File: config.mk
export PLATFORM = sky130hd
export DESIGN_NAME = ntc_adc_to_celsius_top_flat
export DESIGN_NICKNAME = d
export VERILOG_FILES = /design/src/rtl/ntc_pkg.sv /design/src/rtl/ntc_if.sv /design/src/rtl/ntc_div.sv /design/src/rtl/ntc_dp.sv /design/src/rtl/ntc_ctrl.sv /design/src/rtl/ntc_adc_to_celsius_top.sv /design/src/flat_wrapper.sv
export VERILOG_INCLUDE_DIRS = /design/src /design/src/rtl
export SDC_FILE = /design/constraint.sdc
export NUM_CORES = 2
export LEC_CHECK = 0
export ABC_AREA = 0
export BUFFER_PORTS_ARGS = -buffer_cell sky130_fd_sc_hd__buf_2
export CORE_MARGIN = 2
export CORE_UTILIZATION = 45
export DETAILED_ROUTE_END_ITERATION = 10
export RECOVER_POWER = 100
export SETUP_SLACK_MARGIN = 0.5
export SYNTH_ARGS = -nofsm -noshare
export SYNTH_HDL_FRONTEND = slang
export SYNTH_SLANG_ARGS = --single-unit
File: constraint.sdc
create_clock -name clk -period 33.5 [get_ports clk]
set_input_delay 1.675 -clock clk [delete_from_list [all_inputs] [get_ports clk]]
set_output_delay 1.675 -clock clk [all_outputs]
set_load 0.02 [all_outputs]
File: src/rtl/ntc_adc_to_celsius_top_assert.svh
// Assertion macros for the NTC temperature block.
// Included by the top level; expects clk and rst_n in scope.
`ifndef NTC_ADC_TO_CELSIUS_TOP_ASSERT_SVH
`define NTC_ADC_TO_CELSIUS_TOP_ASSERT_SVH

// same-cycle implication
`define NTC_ASSERT_NOW(lbl, ante, cons, msg) \
  lbl: assert property (@(posedge clk) disable iff (!rst_n) (ante) |-> (cons)) \
    else $error(msg);

// next-cycle implication
`define NTC_ASSERT_NEXT(lbl, ante, cons, msg) \
  lbl: assert property (@(posedge clk) disable iff (!rst_n) (ante) |=> (cons)) \
    else $error(msg);

`endif

File: src/rtl/ntc_pkg.sv
// Shared types and constants for the NTC temperature block.
// No dependencies.
package ntc_pkg;

  localparam int SAMPLES_AVERAGED_DEF = 10;
  localparam int ADC_FULL_SCALE_DEF   = 1024;

  localparam int ADC_W  = 10;
  localparam int SUM_W  = 14;
  localparam int CNT_W  = 4;
  localparam int FS_W   = 13;
  localparam int BETA_W = 14;
  localparam int OHM_W  = 20;
  localparam int NOMC_W = 7;
  localparam int TEMP_W = 16;
  localparam int IDX_W  = 8;
  localparam int DATA_W = 32;

  localparam int DIV_NW = 56;
  localparam int DIV_DW = 40;
  localparam int DIV_CW = 6;

  localparam logic [IDX_W-1:0] REG_BETA    = 8'd0;
  localparam logic [IDX_W-1:0] REG_SERIES  = 8'd1;
  localparam logic [IDX_W-1:0] REG_NOMINAL = 8'd2;
  localparam logic [IDX_W-1:0] REG_NOMC    = 8'd3;

  localparam logic [BETA_W-1:0] BETA_RST    = 14'd3900;
  localparam logic [OHM_W-1:0]  SERIES_RST  = 20'd10000;
  localparam logic [OHM_W-1:0]  NOMINAL_RST = 20'd10000;
  localparam logic [NOMC_W-1:0] NOMC_RST    = 7'd25;

  localparam logic [31:0] LN2_Q30      = 32'd744261118;
  localparam logic [15:0] KELVIN_CENTI = 16'd27315;
  localparam logic [16:0] TC_MAX       = 17'd60082;  // 32767 + 27315
  localparam logic [4:0]  LOG_LAST     = 5'd23;

  typedef enum logic [4:0] {
    OP_NONE, OP_ACCUM, OP_GROUP, OP_MEAN, OP_FAULT, OP_MUL_NUM, OP_LOG_LOAD,
    OP_NORM_SHIFT, OP_LOG_INIT, OP_SQUARE, OP_SQ_NORM, OP_SAVE_NUM, OP_SAVE_DEN,
    OP_MUL_LN, OP_MUL_T0, OP_DIV_TERM, OP_SAVE_TERM, OP_CALC_D, OP_DIV_T,
    OP_FINISH, OP_PUBLISH
  } op_t;

  typedef struct packed {
    op_t op;
  } cmd_t;

  typedef struct packed {
    logic group_last;
    logic div_busy;
    logic mean_bad;
    logic x_top;
    logic last_step;
    logic d_nonpos;
    logic out_full;
  } sts_t;

endpackage

File: src/rtl/ntc_if.sv
// Handshake channel interfaces: sample in, temperature out, register writes.
// Depends on ntc_pkg.
interface ntc_in_if;
  logic                       valid;
  logic                       ready;
  logic [ntc_pkg::ADC_W-1:0]  adc_sample;
  modport source (output valid, adc_sample, input ready);
  modport sink   (input valid, adc_sample, output ready);
endinterface

interface ntc_out_if;
  logic                              valid;
  logic                              ready;
  logic signed [ntc_pkg::TEMP_W-1:0] temperature_centi;
  logic                              sensor_fault;
  modport source (output valid, temperature_centi, sensor_fault, input ready);
  modport sink   (input valid, temperature_centi, sensor_fault, output ready);
endinterface

interface ntc_cfg_if;
  logic                        valid;
  logic                        ready;
  logic [ntc_pkg::IDX_W-1:0]   index;
  logic [ntc_pkg::DATA_W-1:0]  data;
  modport source (output valid, index, data, input ready);
  modport sink   (input valid, index, data, output ready);
endinterface

File: src/rtl/ntc_div.sv
// Restoring serial divider, one quotient bit per cycle.
// Depends on ntc_pkg.
module ntc_div (
  input  logic                       clk,
  input  logic                       rst_n,
  input  logic                       start,
  input  logic [ntc_pkg::DIV_NW-1:0] num,
  input  logic [ntc_pkg::DIV_DW-1:0] den,
  output logic                       busy,
  output logic [ntc_pkg::DIV_NW-1:0] quo
);
  import ntc_pkg::*;

  localparam logic [DIV_CW-1:0] LAST = DIV_CW'(DIV_NW - 1);

  logic              busy_r;
  logic [DIV_CW-1:0] cnt_r;
  logic [DIV_NW-1:0] quo_r;
  logic [DIV_DW-1:0] rem_r, den_r;
  logic [DIV_DW:0]   rem_sh, diff;
  logic              fits;

  assign rem_sh = {rem_r, quo_r[DIV_NW-1]};
  assign diff   = rem_sh - {1'b0, den_r};
  assign fits   = rem_sh >= {1'b0, den_r};

  always_ff @(posedge clk) begin
    if (!rst_n) begin
      busy_r <= 1'b0;
      cnt_r  <= '0;
    end else if (start) begin
      busy_r <= 1'b1;
      cnt_r  <= '0;
    end else if (busy_r) begin
      cnt_r <= cnt_r + 1'b1;
      if (cnt_r == LAST) busy_r <= 1'b0;
    end
  end

  always_ff @(posedge clk) begin
    if (start) begin
      quo_r <= num;
      rem_r <= '0;
      den_r <= den;
    end else if (busy_r) begin
      quo_r <= {quo_r[DIV_NW-2:0], fits};
      rem_r <= fits ? diff[DIV_DW-1:0] : rem_sh[DIV_DW-1:0];
    end
  end

  assign busy = busy_r;
  assign quo  = quo_r;
endmodule

File: src/rtl/ntc_dp.sv
// Datapath: accumulator, config registers, shared multiplier, log2 unit,
// serial divider and output register. Depends on ntc_pkg and ntc_div.
module ntc_dp #(
  parameter int SAMPLES_AVERAGED = ntc_pkg::SAMPLES_AVERAGED_DEF,
  parameter int ADC_FULL_SCALE   = ntc_pkg::ADC_FULL_SCALE_DEF
) (
  input  logic                              clk,
  input  logic                              rst_n,
  input  ntc_pkg::cmd_t                     cmd,
  output ntc_pkg::sts_t                     sts,
  input  logic [ntc_pkg::ADC_W-1:0]         adc_sample,
  input  logic                              cfg_write,
  input  logic [ntc_pkg::IDX_W-1:0]         cfg_index,
  input  logic [ntc_pkg::DATA_W-1:0]        cfg_data,
  input  logic                              out_ready,
  output logic                              out_valid,
  output logic signed [ntc_pkg::TEMP_W-1:0] out_temp,
  output logic                              out_fault
);
  import ntc_pkg::*;

  localparam logic [4:0]      N_L  = 5'(SAMPLES_AVERAGED);
  localparam logic [FS_W-1:0] FS_L = FS_W'(ADC_FULL_SCALE);
  // ceil(2^19 / N): exact floor(sum / N) for any 14-bit sum
  localparam logic [19:0]     RECIP_N = 20'(((1 << 19) + SAMPLES_AVERAGED - 1) /
                                            SAMPLES_AVERAGED);
  // ceil(2^33 / 5): exact floor(y / 5) for y below 2^30
  localparam logic [31:0]     RECIP_5 = 32'd1717986919;

  logic [SUM_W-1:0]  sum_r, sum_add;
  logic [CNT_W-1:0]  count_r;
  logic [BETA_W-1:0] beta_r;
  logic [OHM_W-1:0]  series_r, nominal_r;
  logic [NOMC_W-1:0] nomc_r;
  logic [SUM_W-1:0]  mean_r;
  logic [63:0]       prod_r;
  logic [39:0]       x_r;
  logic [5:0]        sh_r;
  logic [30:0]       y_r;
  logic [23:0]       frac_r;
  logic [4:0]        step_r;
  logic [29:0]       lnum_r, lden_r, mag, log_val;
  logic              neg_r;
  logic [39:0]       term_r;
  logic signed [41:0] d_r, d_nxt;
  logic [TEMP_W-1:0] res_temp_r, tcel;
  logic              res_fault_r;
  logic              out_valid_r, out_fault_r;
  logic [TEMP_W-1:0] out_temp_r;
  logic [15:0]       t0c;
  logic [31:0]       mul_a, mul_b, sq_p;
  logic [63:0]       mul_p;
  logic [16:0]       tc_lo;
  logic [29:0]       lnmag_r;
  logic [31:0]       ln_x3;
  logic [8:0]        t0_k;

  logic              div_start, div_busy;
  logic [DIV_NW-1:0] div_num, div_quo;
  logic [DIV_DW-1:0] div_den;

  assign sum_add = sum_r + {{(SUM_W-ADC_W){1'b0}}, adc_sample};
  assign t0c     = 16'(nomc_r) * 16'd100 + KELVIN_CENTI;
  // T0 / 100 split as (nomc + 273) plus 15/100 of a unit
  assign t0_k    = {2'd0, nomc_r} + 9'd273;
  assign ln_x3   = {2'd0, lnmag_r} + {1'b0, lnmag_r, 1'b0};
  assign log_val = {6'd39 - sh_r, frac_r};
  assign mag     = (lnum_r < lden_r) ? (lden_r - lnum_r) : (lnum_r - lden_r);
  assign sq_p    = prod_r[61:30];
  assign mul_p   = mul_a * mul_b;

  // one shared multiplier, operands picked by the current command
  always_comb begin
    mul_a = '0;
    mul_b = '0;
    case (cmd.op)
      OP_MEAN: begin
        mul_a = {18'd0, mean_r};
        mul_b = {12'd0, RECIP_N};
      end
      OP_MUL_NUM: begin
        mul_a = {12'd0, series_r};
        mul_b = {18'd0, mean_r};
      end
      OP_SAVE_NUM: begin
        mul_a = {12'd0, nominal_r};
        mul_b = {19'd0, FS_L - mean_r[FS_W-1:0]};
      end
      OP_SQUARE: begin
        mul_a = {1'b0, y_r};
        mul_b = {1'b0, y_r};
      end
      OP_MUL_LN: begin
        mul_a = {2'd0, mag};
        mul_b = LN2_Q30;
      end
      OP_MUL_T0: begin
        mul_a = prod_r[61:30];
        mul_b = {23'd0, t0_k};
      end
      OP_DIV_TERM: begin
        // floor(3 * ln / 4), then divided by 5
        mul_a = {2'd0, ln_x3[31:2]};
        mul_b = RECIP_5;
      end
      OP_CALC_D: begin
        mul_a = {18'd0, beta_r};
        mul_b = {16'd0, t0c};
      end
      default: ;
    endcase
  end

  always_comb begin
    div_start = 1'b0;
    div_num   = '0;
    div_den   = '0;
    case (cmd.op)
      OP_DIV_T: begin
        // (B*T0 << 24) + D/2, D known positive here
        div_start = 1'b1;
        div_num   = {2'd0, prod_r[29:0], 24'd0} + {15'd0, d_r[41:1]};
        div_den   = d_r[39:0];
      end
      default: ;
    endcase
  end

  ntc_div u_div (
    .clk   (clk),
    .rst_n (rst_n),
    .start (div_start),
    .num   (div_num),
    .den   (div_den),
    .busy  (div_busy),
    .quo   (div_quo)
  );

  assign d_nxt = neg_r ? ($signed({4'd0, beta_r, 24'd0}) - $signed({2'd0, term_r}))
                       : ($signed({4'd0, beta_r, 24'd0}) + $signed({2'd0, term_r}));

  assign tc_lo = div_quo[16:0] - {1'b0, KELVIN_CENTI};
  assign tcel  = ((|div_quo[DIV_NW-1:17]) || (div_quo[16:0] > TC_MAX))
                 ? 16'h7FFF : tc_lo[15:0];

  // control state
  always_ff @(posedge clk) begin
    if (!rst_n) begin
      sum_r       <= '0;
      count_r     <= '0;
      beta_r      <= BETA_RST;
      series_r    <= SERIES_RST;
      nominal_r   <= NOMINAL_RST;
      nomc_r      <= NOMC_RST;
      out_valid_r <= 1'b0;
    end else begin
      if (cmd.op == OP_ACCUM) begin
        sum_r   <= sum_add;
        count_r <= count_r + 1'b1;
      end else if (cmd.op == OP_GROUP) begin
        sum_r   <= '0;
        count_r <= '0;
      end
      if (cfg_write) begin
        case (cfg_index)
          REG_BETA:    beta_r    <= cfg_data[BETA_W-1:0];
          REG_SERIES:  series_r  <= cfg_data[OHM_W-1:0];
          REG_NOMINAL: nominal_r <= cfg_data[OHM_W-1:0];
          REG_NOMC:    nomc_r    <= cfg_data[NOMC_W-1:0];
          default: ;
        endcase
      end
      if (cmd.op == OP_PUBLISH)  out_valid_r <= 1'b1;
      else if (out_ready)        out_valid_r <= 1'b0;
    end
  end

  // payload
  always_ff @(posedge clk) begin
    case (cmd.op)
      // group sum parked in mean_r until the reciprocal multiply
      OP_GROUP: mean_r <= sum_add;
      OP_MEAN:  mean_r <= mul_p[19 +: SUM_W];
      OP_FAULT: begin
        res_temp_r  <= '0;
        res_fault_r <= 1'b1;
      end
      OP_MUL_NUM: prod_r <= mul_a * mul_b;
      OP_MUL_T0: begin
        lnmag_r <= prod_r[59:30];
        prod_r  <= mul_p;
      end
      OP_LOG_LOAD: begin
        x_r  <= prod_r[39:0];
        sh_r <= '0;
      end
      OP_NORM_SHIFT: begin
        x_r  <= {x_r[38:0], 1'b0};
        sh_r <= sh_r + 1'b1;
      end
      OP_LOG_INIT: begin
        y_r    <= x_r[39:9];
        frac_r <= '0;
        step_r <= '0;
      end
      OP_SQUARE: prod_r <= mul_a * mul_b;
      OP_SQ_NORM: begin
        y_r    <= sq_p[31] ? sq_p[31:1] : sq_p[30:0];
        frac_r <= {frac_r[22:0], sq_p[31]};
        step_r <= step_r + 1'b1;
      end
      OP_SAVE_NUM: begin
        lnum_r <= log_val;
        prod_r <= mul_a * mul_b;
      end
      OP_SAVE_DEN: lden_r <= log_val;
      OP_MUL_LN: begin
        neg_r  <= lnum_r < lden_r;
        prod_r <= mul_a * mul_b;
      end
      OP_DIV_TERM: begin
        term_r <= prod_r[39:0];
        prod_r <= mul_p;
      end
      OP_SAVE_TERM: term_r <= term_r + {12'd0, prod_r[60:33]};
      OP_CALC_D: begin
        d_r    <= d_nxt;
        prod_r <= mul_a * mul_b;
      end
      OP_FINISH: begin
        res_temp_r  <= tcel;
        res_fault_r <= 1'b0;
      end
      OP_PUBLISH: begin
        out_temp_r  <= res_temp_r;
        out_fault_r <= res_fault_r;
      end
      default: ;
    endcase
  end

  assign sts.group_last = {1'b0, count_r} == (N_L - 5'd1);
  assign sts.div_busy   = div_busy;
  assign sts.mean_bad   = (mean_r == '0) || (mean_r >= {1'b0, FS_L}) ||
                          (series_r == '0) || (nominal_r == '0) || (beta_r == '0);
  assign sts.x_top      = x_r[39];
  assign sts.last_step  = step_r == LOG_LAST;
  assign sts.d_nonpos   = d_r[41] || (d_r == '0);
  assign sts.out_full   = out_valid_r;

  assign out_valid = out_valid_r;
  assign out_temp  = $signed(out_temp_r);
  assign out_fault = out_fault_r;
endmodule

File: src/rtl/ntc_ctrl.sv
// Sequencer for the NTC datapath: accumulate, mean, two logs, term, divide.
// Depends on ntc_pkg.
module ntc_ctrl (
  input  logic          clk,
  input  logic          rst_n,
  input  logic          in_valid,
  output logic          in_ready,
  input  ntc_pkg::sts_t sts,
  output ntc_pkg::cmd_t cmd
);
  import ntc_pkg::*;

  typedef enum logic [15:0] {
    S_IDLE   = 16'h0001,
    S_MWAIT  = 16'h0002,
    S_MCHK   = 16'h0004,
    S_LOAD   = 16'h0008,
    S_NORM   = 16'h0010,
    S_SQ     = 16'h0020,
    S_SQN    = 16'h0040,
    S_LOGEND = 16'h0080,
    S_LN     = 16'h0100,
    S_TERM   = 16'h0200,
    S_TDIV   = 16'h0400,
    S_TWAIT  = 16'h0800,
    S_DCALC  = 16'h1000,
    S_DCHK   = 16'h2000,
    S_QWAIT  = 16'h4000,
    S_PUB    = 16'h8000
  } state_t;

  state_t state_r, state_nxt;
  logic   den_pass_r, den_pass_nxt;

  assign in_ready = state_r == S_IDLE;

  always_comb begin
    state_nxt    = state_r;
    den_pass_nxt = den_pass_r;
    cmd.op       = OP_NONE;
    case (state_r)
      S_IDLE: if (in_valid) begin
        if (sts.group_last) begin
          cmd.op    = OP_GROUP;
          state_nxt = S_MWAIT;
        end else begin
          cmd.op = OP_ACCUM;
        end
      end
      S_MWAIT: if (!sts.div_busy) begin
        cmd.op    = OP_MEAN;
        state_nxt = S_MCHK;
      end
      S_MCHK: begin
        if (sts.mean_bad) begin
          cmd.op    = OP_FAULT;
          state_nxt = S_PUB;
        end else begin
          cmd.op       = OP_MUL_NUM;
          den_pass_nxt = 1'b0;
          state_nxt    = S_LOAD;
        end
      end
      S_LOAD: begin
        cmd.op    = OP_LOG_LOAD;
        state_nxt = S_NORM;
      end
      S_NORM: begin
        if (sts.x_top) begin
          cmd.op    = OP_LOG_INIT;
          state_nxt = S_SQ;
        end else begin
          cmd.op = OP_NORM_SHIFT;
        end
      end
      S_SQ: begin
        cmd.op    = OP_SQUARE;
        state_nxt = S_SQN;
      end
      S_SQN: begin
        cmd.op    = OP_SQ_NORM;
        state_nxt = sts.last_step ? S_LOGEND : S_SQ;
      end
      S_LOGEND: begin
        if (den_pass_r) begin
          cmd.op    = OP_SAVE_DEN;
          state_nxt = S_LN;
        end else begin
          // also starts the denominator product
          cmd.op       = OP_SAVE_NUM;
          den_pass_nxt = 1'b1;
          state_nxt    = S_LOAD;
        end
      end
      S_LN: begin
        cmd.op    = OP_MUL_LN;
        state_nxt = S_TERM;
      end
      S_TERM: begin
        cmd.op    = OP_MUL_T0;
        state_nxt = S_TDIV;
      end
      S_TDIV: begin
        cmd.op    = OP_DIV_TERM;
        state_nxt = S_TWAIT;
      end
      S_TWAIT: if (!sts.div_busy) begin
        cmd.op    = OP_SAVE_TERM;
        state_nxt = S_DCALC;
      end
      S_DCALC: begin
        cmd.op    = OP_CALC_D;
        state_nxt = S_DCHK;
      end
      S_DCHK: begin
        if (sts.d_nonpos) begin
          cmd.op    = OP_FAULT;
          state_nxt = S_PUB;
        end else begin
          cmd.op    = OP_DIV_T;
          state_nxt = S_QWAIT;
        end
      end
      S_QWAIT: if (!sts.div_busy) begin
        cmd.op    = OP_FINISH;
        state_nxt = S_PUB;
      end
      S_PUB: if (!sts.out_full) begin
        cmd.op    = OP_PUBLISH;
        state_nxt = S_IDLE;
      end
      default: state_nxt = S_IDLE;
    endcase
  end

  always_ff @(posedge clk) begin
    if (!rst_n) begin
      state_r    <= S_IDLE;
      den_pass_r <= 1'b0;
    end else begin
      state_r    <= state_nxt;
      den_pass_r <= den_pass_nxt;
    end
  end
endmodule

File: src/rtl/ntc_adc_to_celsius_top.sv
// A sample that does not close a group is accepted without a stall. The
// closing sample starts the conversion (a fault skips the later steps):
// two 24-step squaring log loops, the leading-one shifts and one 56-step
// serial divide. Input stalls from the closing sample until the result
// is registered; the result register holds while the next group accumulates.
// Synchronous active-low reset clears accumulator, sequencer, output valid.
module ntc_adc_to_celsius_top #(
  parameter int SAMPLES_AVERAGED = ntc_pkg::SAMPLES_AVERAGED_DEF,
  parameter int ADC_FULL_SCALE   = ntc_pkg::ADC_FULL_SCALE_DEF
) (
  input logic      clk,
  input logic      rst_n,
  ntc_in_if.sink   in_ch,
  ntc_out_if.source out_ch,
  ntc_cfg_if.sink  cfg_ch
);
  import ntc_pkg::*;

  cmd_t cmd;
  sts_t sts;
  logic in_ready;
  logic group_close;
  logic out_take;

  assign in_ch.ready  = in_ready;
  assign cfg_ch.ready = 1'b1;

  ntc_ctrl u_ctrl (
    .clk      (clk),
    .rst_n    (rst_n),
    .in_valid (in_ch.valid),
    .in_ready (in_ready),
    .sts      (sts),
    .cmd      (cmd)
  );

  ntc_dp #(
    .SAMPLES_AVERAGED (SAMPLES_AVERAGED),
    .ADC_FULL_SCALE   (ADC_FULL_SCALE)
  ) u_dp (
    .clk        (clk),
    .rst_n      (rst_n),
    .cmd        (cmd),
    .sts        (sts),
    .adc_sample (in_ch.adc_sample),
    .cfg_write  (cfg_ch.valid),
    .cfg_index  (cfg_ch.index),
    .cfg_data   (cfg_ch.data),
    .out_ready  (out_ch.ready),
    .out_valid  (out_ch.valid),
    .out_temp   (out_ch.temperature_centi),
    .out_fault  (out_ch.sensor_fault)
  );

  assign group_close = in_ch.valid && in_ready && sts.group_last;
  assign out_take    = out_ch.valid && out_ch.ready;

`include "ntc_adc_to_celsius_top_assert.svh"

  `NTC_ASSERT_NOW(a_busy_not_ready, sts.div_busy, !in_ready, "request taken while dividing")
  `NTC_ASSERT_NEXT(a_group_stall, group_close, !in_ready, "input open after group close")
  `NTC_ASSERT_NEXT(a_out_drains, out_take, !out_ch.valid, "result reloaded when taken")

endmodule

File: src/flat_wrapper.sv
// flat-port wrapper written by rule: the top's interface ports become plain ports
module ntc_adc_to_celsius_top_flat import ntc_pkg::*;
#(
  parameter int SAMPLES_AVERAGED = ntc_pkg::SAMPLES_AVERAGED_DEF,
  parameter int ADC_FULL_SCALE   = ntc_pkg::ADC_FULL_SCALE_DEF
)
  (clk, rst_n, in_ch_valid, in_ch_adc_sample, in_ch_ready, out_ch_valid, out_ch_temperature_centi, out_ch_sensor_fault, out_ch_ready, cfg_ch_valid, cfg_ch_index, cfg_ch_data, cfg_ch_ready);
  ntc_in_if in_ch_i ();
  ntc_out_if out_ch_i ();
  ntc_cfg_if cfg_ch_i ();
  input logic clk;
  input logic rst_n;
  input wire logic [$bits(in_ch_i.valid)-1:0] in_ch_valid;
  input wire logic [$bits(in_ch_i.adc_sample)-1:0] in_ch_adc_sample;
  output wire logic [$bits(in_ch_i.ready)-1:0] in_ch_ready;
  output wire logic [$bits(out_ch_i.valid)-1:0] out_ch_valid;
  output wire logic [$bits(out_ch_i.temperature_centi)-1:0] out_ch_temperature_centi;
  output wire logic [$bits(out_ch_i.sensor_fault)-1:0] out_ch_sensor_fault;
  input wire logic [$bits(out_ch_i.ready)-1:0] out_ch_ready;
  input wire logic [$bits(cfg_ch_i.valid)-1:0] cfg_ch_valid;
  input wire logic [$bits(cfg_ch_i.index)-1:0] cfg_ch_index;
  input wire logic [$bits(cfg_ch_i.data)-1:0] cfg_ch_data;
  output wire logic [$bits(cfg_ch_i.ready)-1:0] cfg_ch_ready;
  assign in_ch_i.valid = in_ch_valid;
  assign in_ch_i.adc_sample = in_ch_adc_sample;
  assign in_ch_ready = in_ch_i.ready;
  assign out_ch_valid = out_ch_i.valid;
  assign out_ch_temperature_centi = out_ch_i.temperature_centi;
  assign out_ch_sensor_fault = out_ch_i.sensor_fault;
  assign out_ch_i.ready = out_ch_ready;
  assign cfg_ch_i.valid = cfg_ch_valid;
  assign cfg_ch_i.index = cfg_ch_index;
  assign cfg_ch_i.data = cfg_ch_data;
  assign cfg_ch_ready = cfg_ch_i.ready;
  ntc_adc_to_celsius_top #(.SAMPLES_AVERAGED(SAMPLES_AVERAGED), .ADC_FULL_SCALE(ADC_FULL_SCALE)) u_core (.clk(clk), .rst_n(rst_n), .in_ch(in_ch_i), .out_ch(out_ch_i), .cfg_ch(cfg_ch_i));
endmodule
==> impl_metrics.csv <==
group,metric,value,unit
outcome,status,"finished, violations left",
outcome,violations,"capacitance limit, slew limit",
synthesis,synth_area_per_cell,9.28,µm²
sta,rsz0062_at_grt,"false",
drt,drtIter0Drc,5471,
setup_path,rr_worst_depth,35,
setup_path,path_buf_inv,9,
drt,wirelength,236000,µm
drt,vias,55500,
placement,port-buffer-count,61,
floorplanning,ios,75,
floorplanning,coreArea,154000,µm²
setup_path,timing.rr.start,"u_core.u_ctrl.state_r[2]$_SDFFE_PN0P_",
setup_path,r2r-end,"u_core.u_dp.prod_r[61]$_DFFE_PP_",
min_path,hold_path.class,"register to register",
setup_path,endpoint,"u_core.u_dp.prod_r[61]$_DFFE_PP_",
clock_network,cts_hold_buffers,0,
global_routing,antenna_found_initial,14,
setup_path,arrival,16360,ps
clock_network,ctsResizeCount,0,
synthesis,synth_edf_count,485,
drt,ant_nets,0,
job,cap_violations,20,
sta,hold_viol_final,0,
sta,clock.fmax,0.0626,GHz
power_and_ir_drop,power,1790,µW
sta,drv_slew,1047,
clock_network,cts.sinks,629,
setup_path,cp.required,33900,ps
floorplanning,die_w,398,µm
clock_network,clk_pin_slew,60,ps
global_routing,grt_overflow_total,0,
cells_and_area,instances_no_fill,9607,
clock_network,clock-root-buffer,"clkbuf_16",
sta,maxSlewHeadroom,-311,%
placement,placedCellCount,9464,
cells_and_area,area_delta_synth_final,7.17,%
clock_network,h-tree-depth,3,
sta,setup_violations,0,
clock_network,clock_latency,670,ps
cells_and_area,n_fill_cell,14800,
setup_path,critPathLaunch,"u_core.u_ctrl.state_r[2]$_SDFFE_PN0P_",
synthesis,yosysWarnings,0,
sta,period_share,47.6,%
synthesis,synth_ff_type,"edfxtp_1",
floorplanning,start_util,45.4,%
global_routing,grt_pass1_wl,353000,µm
sta,setup_tns,0,ps
global_routing,grt_pass1_vias,55800,
power_and_ir_drop,power.leakage,0.0341,µW
sta,whs,397,ps
synthesis,synth_cells,7541,
sta,skew,31.3,ps
floorplanning,die_h,398,µm
floorplanning,die-area,159000,µm²
setup_path,cpMaxStageDelayCell,"clkbuf_1",
setup_path,path_depth,35,
setup_path,startpoint_type,"register",
setup_path,worst-setup-path-type,"register to register",
placement,dp.final_hpwl,184000,µm
clock_network,cts_buffers,77,
power_and_ir_drop,powerDensity,23.9,nW/µm²
synthesis,synthDistinctLibCells,108,
synthesis,synth-seq-cells,629,
clock_network,cts_tree,"built",
sta,fin_crit,15960,ps
placement,gp_congestion,1.01,
cells_and_area,nNetsFinal,8930,
setup_path,cp_top_family,"buffers and inverters",
drt,first_pass_iters,8,
synthesis,yosysSeqAreaShare,24.9,%
sta,max_slew.worst_pin.slew,6170,ps
setup_path,reg2reg_slack,17540,ps
global_routing,grt_start_max_net_pins,141,
setup_path,cpMostUsedCell,"fa_1",
floorplanning,rows,144,
setup_path,cp_max_fo,69,
synthesis,async_flop_share,0,%
min_path,min-delay-start,"u_core.u_dp.res_temp_r[9]$_SDFFCE_PP0P_",
setup_path,crit_path_end_kind,"register",
drt,post_drt_wl_per_cell,24.5,µm
cells_and_area,final_layout_size_suffix_gt1_share,5.33,%
drt,via_per_inst,5.78,
clock_network,cts_setup_buffers,0,
setup_path,crit_path_max_incr_delay,2840,ps
synthesis,syn_area,70000,µm²
power_and_ir_drop,peakVddDrop,0.0000388,V
global_routing,grt.total_usage,29.9,%
drt,drc_errors,0,
clock_network,cts_buffer_depth,3,
-- cell usage after synthesis, types with 15 or more instances --
master,number,area (µm²)
inv_1,1193,4480
fa_1,875,17500
nand2_1,857,3220
nor2_1,665,2500
ha_1,501,6270
edfxtp_1,485,14600
a21oi_1,427,2140
o21ai_0,302,1510
xnor2_1,198,1730
clkbuf_1,195,732
a21o_1,174,1310
dfxtp_1,144,2880
and2_1,124,776
buf_2,104,521
xor2_1,104,911
nand3_1,99,495
mux2i_1,90,901
nor3_1,75,375
nand2b_1,61,382
nor2b_1,54,338
nor4_1,52,325
mux2_2,49,552
o21a_1,49,368
o21bai_1,43,323
nand4_1,38,238
a211oi_1,34,255
and3_1,33,206
o21ai_1,32,160
o211ai_1,30,225
a31oi_1,29,181
o31ai_1,27,203
or3_1,25,156
or2_2,23,144
a222oi_1,22,220
a22oi_1,22,165
a221o_1,19,190
a22o_1,17,149
a221oi_1,15,131
buf_4,15,113
-- how the worst min path moves through the flow --
stage	endpoint	slack [ps]	cells past startpoint
2_1_floorplan	u_core.u_dp.out_fault$_DFFE_PP_	400	0
6_report	u_core.u_dp.out_temp[9]$_DFFE_PP_	400	0
5_1_grt	u_core.u_dp.out_temp[9]$_DFFE_PP_	410	0
3_5_place_dp	u_core.u_dp.out_temp[0]$_DFFE_PP_	410	0
3_3_place_gp	u_core.u_dp.out_temp[5]$_DFFE_PP_	400	0
4_1_cts	u_core.u_dp.out_temp[9]$_DFFE_PP_	400	0
-- through the flow --
step                      instance area [µm²]  setup slack, ps  utilization, %
after floorplan                         70100            22990               -
after global placement                  72600            20810            47.1
after detailed placement                72600            20670            47.1
after CTS                               75200            20680            48.8
after global routing                    75000            17180            48.6
final                                   75000            17540            48.6
-- per-layer routing --
layer	wire, µm	track usage [%]	up-vias	part of all wire [%]
met4	14900	15.4	10	6.3
met3	20500	5.88	648	8.7
met5	80	0	-	0.034
met1	91800	38.0	27800	39
li1	-	-	24600	-
met2	108000	48.4	2441	46
-- kinds of logic (layout without fill, tap and decap cells) --
logic type	after synthesis	after routing	share of synthesized area (%)
AOI/OAI and AO/OA	1370	1370	12.6
and+or+nand+nor	2182	2182	14.0
adders and majority gates	1376	1376	34.0
xor gates and xnor gates	302	302	3.78
muxes	139	139	2.08
other	2	25	0.0107
buffers and inverters	1541	1540	8.66
DFF	629	629	24.9
-- area by class of cell --
cell class / instances / area, µm² / share of cell area [%]
multi-input combinational: 5391 / 46700 / 62.3
sequential: 629 / 17400 / 23.3
inverter: 1202 / 4510 / 6.02
tap: 2044 / 2560 / 3.41
clock buffer: 96 / 2140 / 2.86
timing repair buffer: 198 / 1190 / 1.59
clock inverter: 44 / 428 / 0.571
antenna: 3 / 7.51 / 0.0100
-- layout by cell type, fill, tap and decap left out, drive strengths merged, types with 77 or more instances in the layout --
cell type  instances
ha               501
xor2             104
xnor2            198
fa               875
mux2i             90
nand3             99
clkbuf           147
nand2            858
a21o             174
inv             1205
nor2             666
o21ai            337
and2             125
buf              147
nor3              77
edfxtp           485
a21oi            429
dfxtp            144
-- sequential cells by signal, indices dropped and copies added, names as in the netlist, 24 cells and up --
signal / cells
u_core.u_dp.prod_r: 62
u_core.u_dp.u_div.quo: 56
u_core.u_dp.d_r: 42
u_core.u_dp.term_r: 40
u_core.u_dp.u_div.den_r: 40
u_core.u_dp.u_div.rem_r: 40
u_core.u_dp.x_r: 40
u_core.u_dp.y_r: 31
u_core.u_dp.lden_r: 30
u_core.u_dp.lnmag_r: 30
u_core.u_dp.lnum_r: 30
u_core.u_dp.frac_r: 24
-- power breakdown --
| group | total [µW] | switching, µW | internal (µW) |
|---|---|---|---|
| logic | 95.1 | 57.4 | 37.7 |
| clock network | 849 | 353 | 496 |
| registers | 848 | 7.93 | 840 |
(Power assumes the default switching activity.)
